`src/bdlp_pkg.sv`:
```
// bdlp_pkg: shared types and constants of the button debouncer
// no dependencies
`default_nettype none

package bdlp_pkg;

  // width of the scan age counters
  localparam int unsigned AGE_WIDTH = 16;

  // register field widths
  localparam int unsigned DEB_WIDTH   = 8;
  localparam int unsigned LONG_WIDTH  = 16;
  localparam int unsigned TOTAL_WIDTH = 32;

  // configuration port
  localparam int unsigned CFG_IDX_WIDTH  = 8;
  localparam int unsigned CFG_DATA_WIDTH = 16;

  // compare width for age against a limit
  localparam int unsigned CMP_WIDTH = (AGE_WIDTH > LONG_WIDTH) ? AGE_WIDTH : LONG_WIDTH;

  // register indexes
  localparam logic [CFG_IDX_WIDTH-1:0] REG_DEBOUNCE_SCANS   = CFG_IDX_WIDTH'(0);
  localparam logic [CFG_IDX_WIDTH-1:0] REG_LONG_PRESS_SCANS = CFG_IDX_WIDTH'(1);

  // register reset values
  localparam logic [DEB_WIDTH-1:0]  DEB_RESET  = DEB_WIDTH'(3);
  localparam logic [LONG_WIDTH-1:0] LONG_RESET = LONG_WIDTH'(100);

  typedef enum logic [1:0] {
    EV_NONE     = 2'd0,
    EV_PRESSED  = 2'd1,
    EV_RELEASED = 2'd2,
    EV_LONG     = 2'd3
  } event_e;

  typedef struct packed {
    logic [DEB_WIDTH-1:0]  debounce_scans;
    logic [LONG_WIDTH-1:0] long_press_scans;
  } cfg_t;

  // input stage contents
  typedef struct packed {
    logic valid;
    logic level;
  } scan_t;

  // saturating advance of an age counter
  function automatic logic [AGE_WIDTH-1:0] age_advance(input logic [AGE_WIDTH-1:0] a);
    age_advance = (a == {AGE_WIDTH{1'b1}}) ? a : a + AGE_WIDTH'(1);
  endfunction

endpackage

`default_nettype wire

```
`src/bdlp_cfg_regs.sv`:
```
// bdlp_cfg_regs: debounce and long-press limit registers
// depends on bdlp_pkg
`default_nettype none

module bdlp_cfg_regs (
  input  wire logic                                  clk_i,
  input  wire logic                                  rst_ni,
  input  wire logic                                  cfg_valid_i,
  input  wire logic [bdlp_pkg::CFG_IDX_WIDTH-1:0]   cfg_index_i,
  input  wire logic [bdlp_pkg::CFG_DATA_WIDTH-1:0]  cfg_data_i,
  output bdlp_pkg::cfg_t                             cfg_o
);
  import bdlp_pkg::*;

  logic [DEB_WIDTH-1:0]  deb_q;
  logic [LONG_WIDTH-1:0] long_q;

  always_ff @(posedge clk_i or negedge rst_ni) begin
    if (!rst_ni) begin
      deb_q  <= DEB_RESET;
      long_q <= LONG_RESET;
    end else if (cfg_valid_i) begin
      // indexes beyond the list are dropped
      unique case (cfg_index_i)
        REG_DEBOUNCE_SCANS:   deb_q  <= cfg_data_i[DEB_WIDTH-1:0];
        REG_LONG_PRESS_SCANS: long_q <= cfg_data_i[LONG_WIDTH-1:0];
        default: ;
      endcase
    end
  end

  assign cfg_o.debounce_scans   = deb_q;
  assign cfg_o.long_press_scans = long_q;

endmodule

`default_nettype wire

```
`src/bdlp_in_stage.sv`:
```
// bdlp_in_stage: input register for one scan beat
// depends on bdlp_pkg
`default_nettype none

module bdlp_in_stage (
  input  wire logic     clk_i,
  input  wire logic     rst_ni,
  input  wire logic     in_valid_i,
  output logic          in_stall_o,
  input  wire logic     raw_level_i,
  input  wire logic     take_i,
  output bdlp_pkg::scan_t scan_o
);
  import bdlp_pkg::*;

  logic valid_d, valid_q;
  logic level_q;
  logic load;

  assign in_stall_o = valid_q && !take_i;
  assign load       = in_valid_i && !in_stall_o;

  always_comb begin
    valid_d = valid_q;
    if (load) begin
      valid_d = 1'b1;
    end else if (take_i) begin
      valid_d = 1'b0;
    end
  end

  always_ff @(posedge clk_i or negedge rst_ni) begin
    if (!rst_ni) begin
      valid_q <= 1'b0;
    end else begin
      valid_q <= valid_d;
    end
  end

  always_ff @(posedge clk_i) begin
    if (load) begin
      level_q <= raw_level_i;
    end
  end

  assign scan_o.valid = valid_q;
  assign scan_o.level = level_q;

endmodule

`default_nettype wire

```
`src/bdlp_step.sv`:
```
// bdlp_step: debounce state, per-scan update logic and result register
// depends on bdlp_pkg
`default_nettype none

module bdlp_step (
  input  wire logic                                 clk_i,
  input  wire logic                                 rst_ni,
  input  bdlp_pkg::cfg_t                            cfg_i,
  input  bdlp_pkg::scan_t                           scan_i,
  output logic                                      take_o,
  output logic                                      out_valid_o,
  input  wire logic                                 out_stall_i,
  output logic [1:0]                                event_code_o,
  output logic                                      debounced_level_o,
  output logic [bdlp_pkg::TOTAL_WIDTH-1:0]          press_count_o,
  output logic [bdlp_pkg::TOTAL_WIDTH-1:0]          long_press_count_o
);
  import bdlp_pkg::*;

  logic                   waiting_q, waiting_d;
  logic                   stable_q, stable_d;
  logic [AGE_WIDTH-1:0]   change_age_q, change_age_d;
  logic [AGE_WIDTH-1:0]   press_age_q, press_age_d;
  logic                   long_rep_q, long_rep_d;
  logic [TOTAL_WIDTH-1:0] press_total_q, press_total_d;
  logic [TOTAL_WIDTH-1:0] long_total_q, long_total_d;
  event_e                 ev_q, ev_d;
  logic                   out_valid_q;
  logic [AGE_WIDTH-1:0]   press_adv, change_adv;
  logic                   differs;

  // result register frees when empty or being taken
  assign take_o   = scan_i.valid && (!out_valid_q || !out_stall_i);
  assign differs  = scan_i.level != stable_q;
  assign press_adv  = age_advance(press_age_q);
  assign change_adv = age_advance(change_age_q);

  always_comb begin
    waiting_d     = waiting_q;
    stable_d      = stable_q;
    change_age_d  = change_age_q;
    press_age_d   = press_adv;
    long_rep_d    = long_rep_q;
    press_total_d = press_total_q;
    long_total_d  = long_total_q;
    ev_d          = EV_NONE;
    if (!waiting_q) begin
      if (differs) begin
        change_age_d = '0;
        waiting_d    = 1'b1;
      end else if (stable_q && !long_rep_q) begin
        if (CMP_WIDTH'(press_adv) >= CMP_WIDTH'(cfg_i.long_press_scans)) begin
          ev_d         = EV_LONG;
          long_rep_d   = 1'b1;
          long_total_d = long_total_q + TOTAL_WIDTH'(1);
        end
      end
    end else begin
      change_age_d = change_adv;
      if (CMP_WIDTH'(change_adv) >= CMP_WIDTH'(cfg_i.debounce_scans)) begin
        if (differs) begin
          stable_d = scan_i.level;
          if (scan_i.level) begin
            ev_d          = EV_PRESSED;
            press_age_d   = '0;
            long_rep_d    = 1'b0;
            press_total_d = press_total_q + TOTAL_WIDTH'(1);
          end else begin
            ev_d = EV_RELEASED;
          end
        end
        waiting_d = 1'b0;
      end else if (!differs) begin
        waiting_d = 1'b0;
      end
    end
  end

  always_ff @(posedge clk_i or negedge rst_ni) begin
    if (!rst_ni) begin
      waiting_q     <= 1'b0;
      stable_q      <= 1'b0;
      change_age_q  <= '0;
      press_age_q   <= '0;
      long_rep_q    <= 1'b0;
      press_total_q <= '0;
      long_total_q  <= '0;
      ev_q          <= EV_NONE;
      out_valid_q   <= 1'b0;
    end else begin
      if (take_o) begin
        waiting_q     <= waiting_d;
        stable_q      <= stable_d;
        change_age_q  <= change_age_d;
        press_age_q   <= press_age_d;
        long_rep_q    <= long_rep_d;
        press_total_q <= press_total_d;
        long_total_q  <= long_total_d;
        ev_q          <= ev_d;
        out_valid_q   <= 1'b1;
      end else if (!out_stall_i) begin
        out_valid_q <= 1'b0;
      end
    end
  end

  // state only moves together with a new result, so it mirrors the held beat
  assign out_valid_o        = out_valid_q;
  assign event_code_o       = ev_q;
  assign debounced_level_o  = stable_q;
  assign press_count_o      = press_total_q;
  assign long_press_count_o = long_total_q;

  a_press_level: assert property (@(posedge clk_i) disable iff (!rst_ni)
    out_valid_q && ev_q == EV_PRESSED |-> stable_q)
    else $error("press event with released level");

  a_release_level: assert property (@(posedge clk_i) disable iff (!rst_ni)
    out_valid_q && ev_q == EV_RELEASED |-> !stable_q)
    else $error("release event with pressed level");

  a_long_count: assert property (@(posedge clk_i) disable iff (!rst_ni)
    take_o && ev_d == EV_LONG |=> long_total_q == $past(long_total_q) + TOTAL_WIDTH'(1))
    else $error("long-press total did not advance");

  a_long_once: assert property (@(posedge clk_i) disable iff (!rst_ni)
    take_o && ev_d == EV_LONG |-> !long_rep_q && stable_q)
    else $error("long press reported twice");

endmodule

`default_nettype wire

```
`src/button_debounce_long_press.sv`:
```
// button_debounce_long_press: top level of the scan-based button debouncer
// depends on bdlp_pkg, bdlp_cfg_regs, bdlp_in_stage, bdlp_step
//
// usage
// - input channel: one beat per button scan, raw_level_i = 1 when pressed,
//   accepted at a clock edge with in_valid_i high and in_stall_o low
// - output channel: one result beat per scan beat, in order, accepted at an
//   edge with out_valid_o high and out_stall_i low; event_code_o gives
//   none / pressed / released / long press, plus the debounced level and
//   the wrapping press and long-press totals after that scan
// - path: an accepted scan passes the input register, then the update logic
//   into the result register, which then raises out_valid_o
// - throughput: 1 beat per cycle while out_stall_i is low; the state update
//   is a single pass of short counter and compare logic between the input
//   and result registers
// - stall: while the result register is held, the input register still takes
//   one more beat; only then in_stall_o rises
// - config: cfg_index_i 0 sets debounce_scans, 1 sets long_press_scans,
//   other indexes are ignored; cfg_ready_o is always high; write only while
//   the block is drained
// - reset: asynchronous, clears all state to idle/released with zero ages
//   and totals, limits back to 3 and 100 scans
`default_nettype none

module button_debounce_long_press (
  input  wire logic                                 clk_i,
  input  wire logic                                 rst_ni,
  // configuration writes
  input  wire logic                                 cfg_valid_i,
  output logic                                      cfg_ready_o,
  input  wire logic [bdlp_pkg::CFG_IDX_WIDTH-1:0]  cfg_index_i,
  input  wire logic [bdlp_pkg::CFG_DATA_WIDTH-1:0] cfg_data_i,
  // scan beats
  input  wire logic                                 in_valid_i,
  output logic                                      in_stall_o,
  input  wire logic                                 raw_level_i,
  // result beats
  output logic                                      out_valid_o,
  input  wire logic                                 out_stall_i,
  output logic [1:0]                                event_code_o,
  output logic                                      debounced_level_o,
  output logic [bdlp_pkg::TOTAL_WIDTH-1:0]          press_count_o,
  output logic [bdlp_pkg::TOTAL_WIDTH-1:0]          long_press_count_o
);
  import bdlp_pkg::*;

  cfg_t  cfg;
  scan_t scan;
  logic  take;

  // register writes are never back-pressured
  assign cfg_ready_o = 1'b1;

  bdlp_cfg_regs u_cfg (
    .clk_i       (clk_i),
    .rst_ni      (rst_ni),
    .cfg_valid_i (cfg_valid_i),
    .cfg_index_i (cfg_index_i),
    .cfg_data_i  (cfg_data_i),
    .cfg_o       (cfg)
  );

  // holds the scan until the update stage can take it
  bdlp_in_stage u_in (
    .clk_i       (clk_i),
    .rst_ni      (rst_ni),
    .in_valid_i  (in_valid_i),
    .in_stall_o  (in_stall_o),
    .raw_level_i (raw_level_i),
    .take_i      (take),
    .scan_o      (scan)
  );

  // debounce state machine and result register
  bdlp_step u_step (
    .clk_i              (clk_i),
    .rst_ni             (rst_ni),
    .cfg_i              (cfg),
    .scan_i             (scan),
    .take_o             (take),
    .out_valid_o        (out_valid_o),
    .out_stall_i        (out_stall_i),
    .event_code_o       (event_code_o),
    .debounced_level_o  (debounced_level_o),
    .press_count_o      (press_count_o),
    .long_press_count_o (long_press_count_o)
  );

endmodule

`default_nettype wire
```
`config.mk`:
```
export PLATFORM = sky130hd
export DESIGN_NAME = button_debounce_long_press
export DESIGN_NICKNAME = d
export VERILOG_FILES = /design/src/bdlp_pkg.sv /design/src/bdlp_cfg_regs.sv /design/src/bdlp_in_stage.sv /design/src/bdlp_step.sv /design/src/button_debounce_long_press.sv
export SDC_FILE = /design/constraint.sdc
export NUM_CORES = 1
export LEC_CHECK = 0
export BUFFER_PORTS_ARGS = -buffer_cell sky130_fd_sc_hd__buf_2
export CAP_MARGIN = 10
export CORE_ASPECT_RATIO = 1.4
export CORE_UTILIZATION = 35
export DETAILED_ROUTE_END_ITERATION = 10
export PLACE_DENSITY = 0.61
export SYNTH_ARGS = -nofsm -noshare
export SYNTH_HDL_FRONTEND = slang
export SYNTH_HIERARCHICAL = 1
export SYNTH_SLANG_ARGS = --single-unit
```
`constraint.sdc`:
```
create_clock -name clk_i -period 5.25 [get_ports clk_i]
set_clock_uncertainty 0.05 [all_clocks]
set_input_delay 0.7875 -clock clk_i [delete_from_list [all_inputs] [get_ports clk_i]]
set_output_delay 0.7875 -clock clk_i [all_outputs]
set_load 0.02 [all_outputs]
```
==> results of run 1 <==
## power by group through the flow
stage               clock network, mW  logic [mW]  registers [mW]
floorplan                           0       0.459            1.22
global placement                    0       0.673            1.21
detailed placement                  0       0.681            1.21
CTS                              1.22       0.686            1.20
global route                     1.27       0.762            1.21
finish                           1.19       0.674            1.20
## cell usage in the layout (no fill, tap or decap), types with 4 or more instances in the layout
master,instances
a21o_1,6
a21oi_1,16
a22o_1,9
a31oi_1,5
and2_1,7
and3_1,11
and4_1,11
buf_2,97
buf_4,4
clkbuf_16,17
clkbuf_8,5
clkinv_2,4
dfrtp_1,122
dfstp_2,5
ha_1,30
inv_1,45
mux2_2,17
mux2_4,10
nand2_1,54
nand2b_1,7
nand3_1,35
nand4_1,25
nor2_1,58
nor2b_1,5
nor3_1,24
nor3_2,6
nor4_1,13
o21a_1,4
o21ai_0,24
o31ai_1,5
xnor2_1,23
xor2_1,58
## sequential cells by signal (all words and copies together) (netlist names), 2 cells and up
name                       count
u_step/long_press_count_o     32
u_step/press_count_o          32
u_cfg/long_q                  16
u_step/change_age_q           16
u_step/press_age_q            16
u_cfg/deb_q                    8
u_step/event_code_o            2
## through the flow
stage | std cells | power, mW
floorplan | 707 | 1.67
global placement | 1035 | 1.88
detailed placement | 1035 | 1.89
CTS | 1067 | 3.10
global route | 1067 | 3.24
finish | 1067 | 3.06
## cell usage after synthesis (all sizes together) (10+ instances only)
cell type  number
a21oi          16
a22o           10
and3           12
and4           11
buf            14
clkbuf         12
dfrtp         122
ha             30
inv            45
mux2           27
nand2          54
nand3          35
nand4          25
nor2           58
nor3           30
nor4           14
o21ai          26
xnor2          23
xor2           58
## cell families (layout without fill, tap and decap cells)
group	Yosys count	after routing	synth area share (%)
compound gates	98	98	10.0
xor+xnor	81	81	9.95
fa+ha+maj	30	30	5.27
buf+inv	71	179	4.55
flops	128	128	45.1
mux	28	28	4.93
other cells	1	1	0.0526
simple gates	270	270	20.1
## critical path: stages, from the launching register on
cell and delay [ps]:
dfrtp_1 430, ha_1 270, and2_1 210, and3_4 190, a31oi_1 380, nand3_1 230, nor2_1 160, xor2_1 230
ha_1 290, nand2_1 80, a221oi_1 50, a221oi_1 350, nand4_1 410, o41ai_4 480, nor2_1 290, mux2_2 350
## how the worst max path moves through the flow
stage,cells after the start,slack [ps],startpoint,end
after CTS,15,650,u_step/change_age_q[0],u_step/press_count_o[1]
final,15,710,u_step/change_age_q[0],u_step/press_count_o[1]
after detailed placement,15,660,u_step/change_age_q[0],u_step/press_count_o[1]
after global routing,15,330,u_step/change_age_q[0],u_step/press_age_q[6]
after floorplan,17,1310,u_step/change_age_q[0],u_step/press_count_o[0]
after global placement,14,730,u_step/change_age_q[0],u_step/event_code_o[1]
## per-layer routing
layer / share of wire (%) / track usage (%)
met1: 42 / 19.9
met2: 52 / 29.0
met3: 4.1 / 3.93
met4: 1.0 / 5.99
met5: 0 / 0
## area by class of cell
cell class / instances / area (um^2)
fillers: 1909 / 11500
well taps: 252 / 315
inverters: 45 / 169
flip-flops and latches: 128 / 3210
clock buffers: 23 / 498
repair buffers: 102 / 536
multi-input cells: 508 / 3590
clock inverters: 9 / 105
==> key figures, run 1 <==
Floorplanning
  • Row count: 61
  • I/O pin cnt: 100
  • Die area: 0.0209 mm^2
  • Initial Util: 35.8%
  • Area of the core: 0.0199 mm^2
  • Die Width: 123 um
  • Vert. Die Dim: 171 um

Timing
  • Period utilisation layout: 86.4%
  • Final setup margin: 714 ps
  • Worst-margin pin slew: 1030 ps
  • Pins over their slew limit: 0
  • Fmax: 0.220 GHz
  • Min Tclk post-route: 4540 ps
  • Endpoints failing setup: 0
  • RSZ-0062 raised after global routing: no
  • Slew headroom: 31.1%
  • Setup TNS: 0 ps
  • Fin. Hold Viols: 0
  • Worst hold slack: 414 ps

Power
  • Power Dens Cells: 363 mW/mm^2
  • Int Power: 2.11 mW
  • Power share of the clock group: 38.8%
  • Peak supply drop: 0.260 mV
  • Comb pwr share: 22.0%
  • P_leak: 4.13 nW
  • Seq pwr share: 39.1%
  • Psw: 0.947 mW
  • Switching portion of total power: 31.0%

Detailed routing
  • Final WL: 16,500 um
  • ANT nets after route: 0
  • Initial DRC Count: 317
  • WL per Instance: 15.5 um
  • Drc violations: 0
  • Post-DR vias/cell: 5.10
  • Via count: 5,438
  • Router iterations before antenna repair: 4

Place
  • GPL Wtd Cong: 0.808
  • Count of input and output buffers: 98
  • Cell Area, Placed: 0.00782 mm^2
  • Place WS: 657 ps
  • Placed wire-length estimate: 11,900 um

Yosys
  • Synthesized cell area: 0.00713 mm^2
  • Seq/Total Area, Yosys: 45.1%
  • Synth top area share: 42.8%
  • Yosys cell types: 67
  • Post-synth ARST share: 99.2%
  • Post-Syn Instances: 707
  • Yosys warns: 6
  • Synthesized flop and latch total: 128
  • Synth Flop Type: dfrtp_1
  • Area leader, netlist: dfrtp_1
  • Synth top area cells: dfrtp_1 43%, xor2_1 7.1%, ha_1 5.3%
  • Syn avg cell area: 10.1 um^2
  • Syn Nets: 767
  • Post-synth EDFFs: 1

Global route
  • GR Util All Layers: 16.7%
  • Global-route wire length before repair: 27,200 um
  • Antenna violations before repair: 0
  • Pin count of the biggest net entering global routing: 77
  • Number of global-route vias before repair: 5,327
  • GRT overflow: 0

Setup path
  • Reg2reg end: u_step/press_count_o[1]
  • RR Startpoint: u_step/change_age_q[0]
  • Crit Path Category: reg2reg
  • Crit Path Max Fanout: 11
  • Crit path DAT: 4790 ps
  • Reg2reg setup slack: 710 ps
  • Crit end category: flip-flop
  • R2r worst-path depth: 15
  • Critical Path RT: 5500 ps
  • CP Launch Type: flip-flop

Min path
  • Worst Min Path Start: u_step/press_count_o[31]
  • Hold endpoint: u_step/press_count_o[31]
  • Cells on Worst Hold Path: 1
  • Worst hold-check path type: reg2reg

Final layout
  • Util after Layout: 42.3%
  • Area Growth Syn to Fin: 18.2%
  • Share of cells above drive strength 1: 22.5%
  • Final instance area: 0.00843 mm^2
  • # nets final: 862
  • Ant diodes: 0

CTS
  • Post-CTS setup buffer count: 0
  • Resized cells post-CTS: 0
  • CTS Sinks: 128
  • H-tree depth: 4
  • CTS tree: yes
  • # hold bufs at CTS: 0
  • Clk buf depth: 2
  • Worst-skew pair later-pin latency: 410 ps
  • Total CTS buffers: 17
  • Root Driver: clkbuf_16
  • Clock-pin transition on the worst setup and hold timing paths: 60 ps

Job
  • Max Cap Viol: 0

Run status
  • Status: completed
(Power assumes the default switching activity.)
==> run 2, diff against run 1 <==
CORE_ASPECT_RATIO = 0.75   (was 1.4)
==> run 2 against run 1 <==
Net effect: hold slack got worse by 92 ps; cell count rose by 0.19%; setup slack got worse by 40 ps; combinational power rose by 2%; core utilization rose by 0.62 points; first-iteration DRC count fell by 2.8%; sequential share of layout area barely moved; sequential cell count did not move; clock-buffer cell count rose by 1; critical endpoint is now u_step/event_code_o[1].
==> key figures, run 2 (same netlist as run 1, synthesis figures left out) <==
Global route
  • Pin count of the biggest net entering global routing: 70
  • Antenna violations before repair: 0
  • GRT overflow: 0
  • Number of global-route vias before repair: 5,137
  • GR Util All Layers: 16.6%
  • Global-route wire length before repair: 27,300 um

Place
  • GPL Wtd Cong: 0.819
  • Placed wire-length estimate: 11,700 um
  • Post-placement cell count: 1,037
  • Count of input and output buffers: 98

Timing
  • Endpoints failing setup: 0
  • Pins over their slew limit: 0
  • Setup TNS: 0 ps
  • RSZ-0062 raised after global routing: no
  • Worst hold slack: 322 ps
  • Fin. Hold Viols: 0
  • Slew headroom: 36.8%
  • Fmax: 0.219 GHz
  • Worst-margin pin slew: 945 ps
  • Min Tclk post-route: 4580 ps
  • Period utilisation layout: 87.2%

CTS
  • Worst-skew pair later-pin latency: 420 ps
  • # hold bufs at CTS: 0
  • Clk buf depth: 2
  • CTS tree: yes
  • Root Driver: clkbuf_16
  • Resized cells post-CTS: 0
  • CTS Sinks: 128
  • Post-CTS setup buffer count: 0
  • H-tree depth: 4
  • Total CTS buffers: 17
  • Clock-pin transition on the worst setup and hold timing paths: 60 ps

Power
  • Comb pwr share: 22.2%
  • P_leak: 4.13 nW
  • Int Power: 2.13 mW
  • Peak supply drop: 0.179 mV
  • Power share of the clock group: 38.9%
  • Overall Power: 3.09 mW
  • Switching portion of total power: 31.1%
  • Psw: 0.961 mW
  • Seq pwr share: 38.8%
  • Power Dens Cells: 366 mW/mm^2

Final layout
  • Share of cells above drive strength 1: 22.5%
  • Ant diodes: 0
  • Area Growth Syn to Fin: 18.4%
  • Commonest non-fill, non-tap cell in the layout: dfrtp_1
  • Filler cells: 1,853
  • Finished Layout Cells: 1,069
  • # nets final: 863
  • Most frequent cells in the layout: 122 x dfrtp_1, 97 x buf_2, 58 x nor2_1, 58 x xor2_1, 54 x nand2_1
  • Util after Layout: 42.9%

Detailed routing
  • Final WL: 16,400 um
  • Initial DRC Count: 308
  • Via count: 5,430
  • ANT nets after route: 0
  • Router iterations before antenna repair: 5
  • Post-DR vias/cell: 5.08
  • WL per Instance: 15.3 um
  • Drc violations: 0

Setup path
  • Reg2reg setup slack: 670 ps
  • CP Launch Type: flip-flop
  • Crit Path Max Fanout: 10
  • Crit path DAT: 4820 ps
  • Critical Path RT: 5490 ps
  • Crit end category: flip-flop
  • Crit Path Category: reg2reg

Floorplanning
  • Initial Util: 36.3%
  • Row count: 44
  • I/O pin cnt: 100
  • Vert. Die Dim: 126 um
  • Area of the core: 0.0197 mm^2
  • Die Width: 167 um
  • Die area: 0.0209 mm^2

Job
  • Max Cap Viol: 0

Min path
  • Worst hold-check path type: in2async

Run status
  • Status: completed
==> run 2: path summary, 6_finish.rpt <==
path | from | endpoint | depth (start not counted)
worst max-delay path | u_step/change_age_q[0] | u_step/event_code_o[1] | 15
worst min-delay path | rst_ni | u_step/press_count_o[3] | 1
worst max register to register | u_step/change_age_q[0] | u_step/event_code_o[1] | 15
worst min register to register | u_step/long_press_count_o[31] | u_step/long_press_count_o[31] | 1
max in group asynchronous | rst_ni | u_step/long_press_count_o[8] | 2
min in group clk_i | u_step/long_press_count_o[31] | u_step/long_press_count_o[31] | 1
==> run 2: metrics by stage <==
stage / area [um^2] / worst slack, ps
6_report: 8440 / 674
5_1_grt: 8440 / 148
4_1_cts: 8440 / 680
3_5_place_dp: 7820 / 700
3_3_place_gp: 7820 / 838
2_1_floorplan: 7130 / 1310
==> run 2: area by class of cell <==
type                            count  area (um^2)  area share (%)
Clock buffer                       24          512            6.07
Sequential cell                   128         3210            38.1
Timing Repair Buffer              103          534            6.33
Tap cell                          253          317            3.75
Clock inverter                      8          101            1.20
Multi-Input combinational cell    508         3590            42.5
Inverter                           45          169            2.00
==> run 2: layer usage <==
metal	global-route usage, %	wire (um)
met5	0	0
met4	5.50	160
met3	3.83	825
met2	23.4	6830
met1	24.6	8570
==> run 2: power groups by stage <==
stage	combinational, mW	clock, mW	sequential [mW]
3_5_place_dp	0.691	0	1.21
2_1_floorplan	0.459	0	1.22
3_3_place_gp	0.678	0	1.21
4_1_cts	0.695	1.23	1.20
5_1_grt	0.780	1.28	1.22
6_report	0.687	1.20	1.20
==> run 2: critical path, cell delays in order, from the launching register on <==
cell and delay, ps:
dfrtp_1 430, ha_1 280, and2_1 220, and3_4 190, a31oi_1 400, nand3_1 240
nor2_1 160, xor2_1 210, ha_1 280, nand2_1 70, a221oi_1 40, a221oi_1 320
nand4_1 420, nor4_4 690, nor2_1 140, a221o_1 310
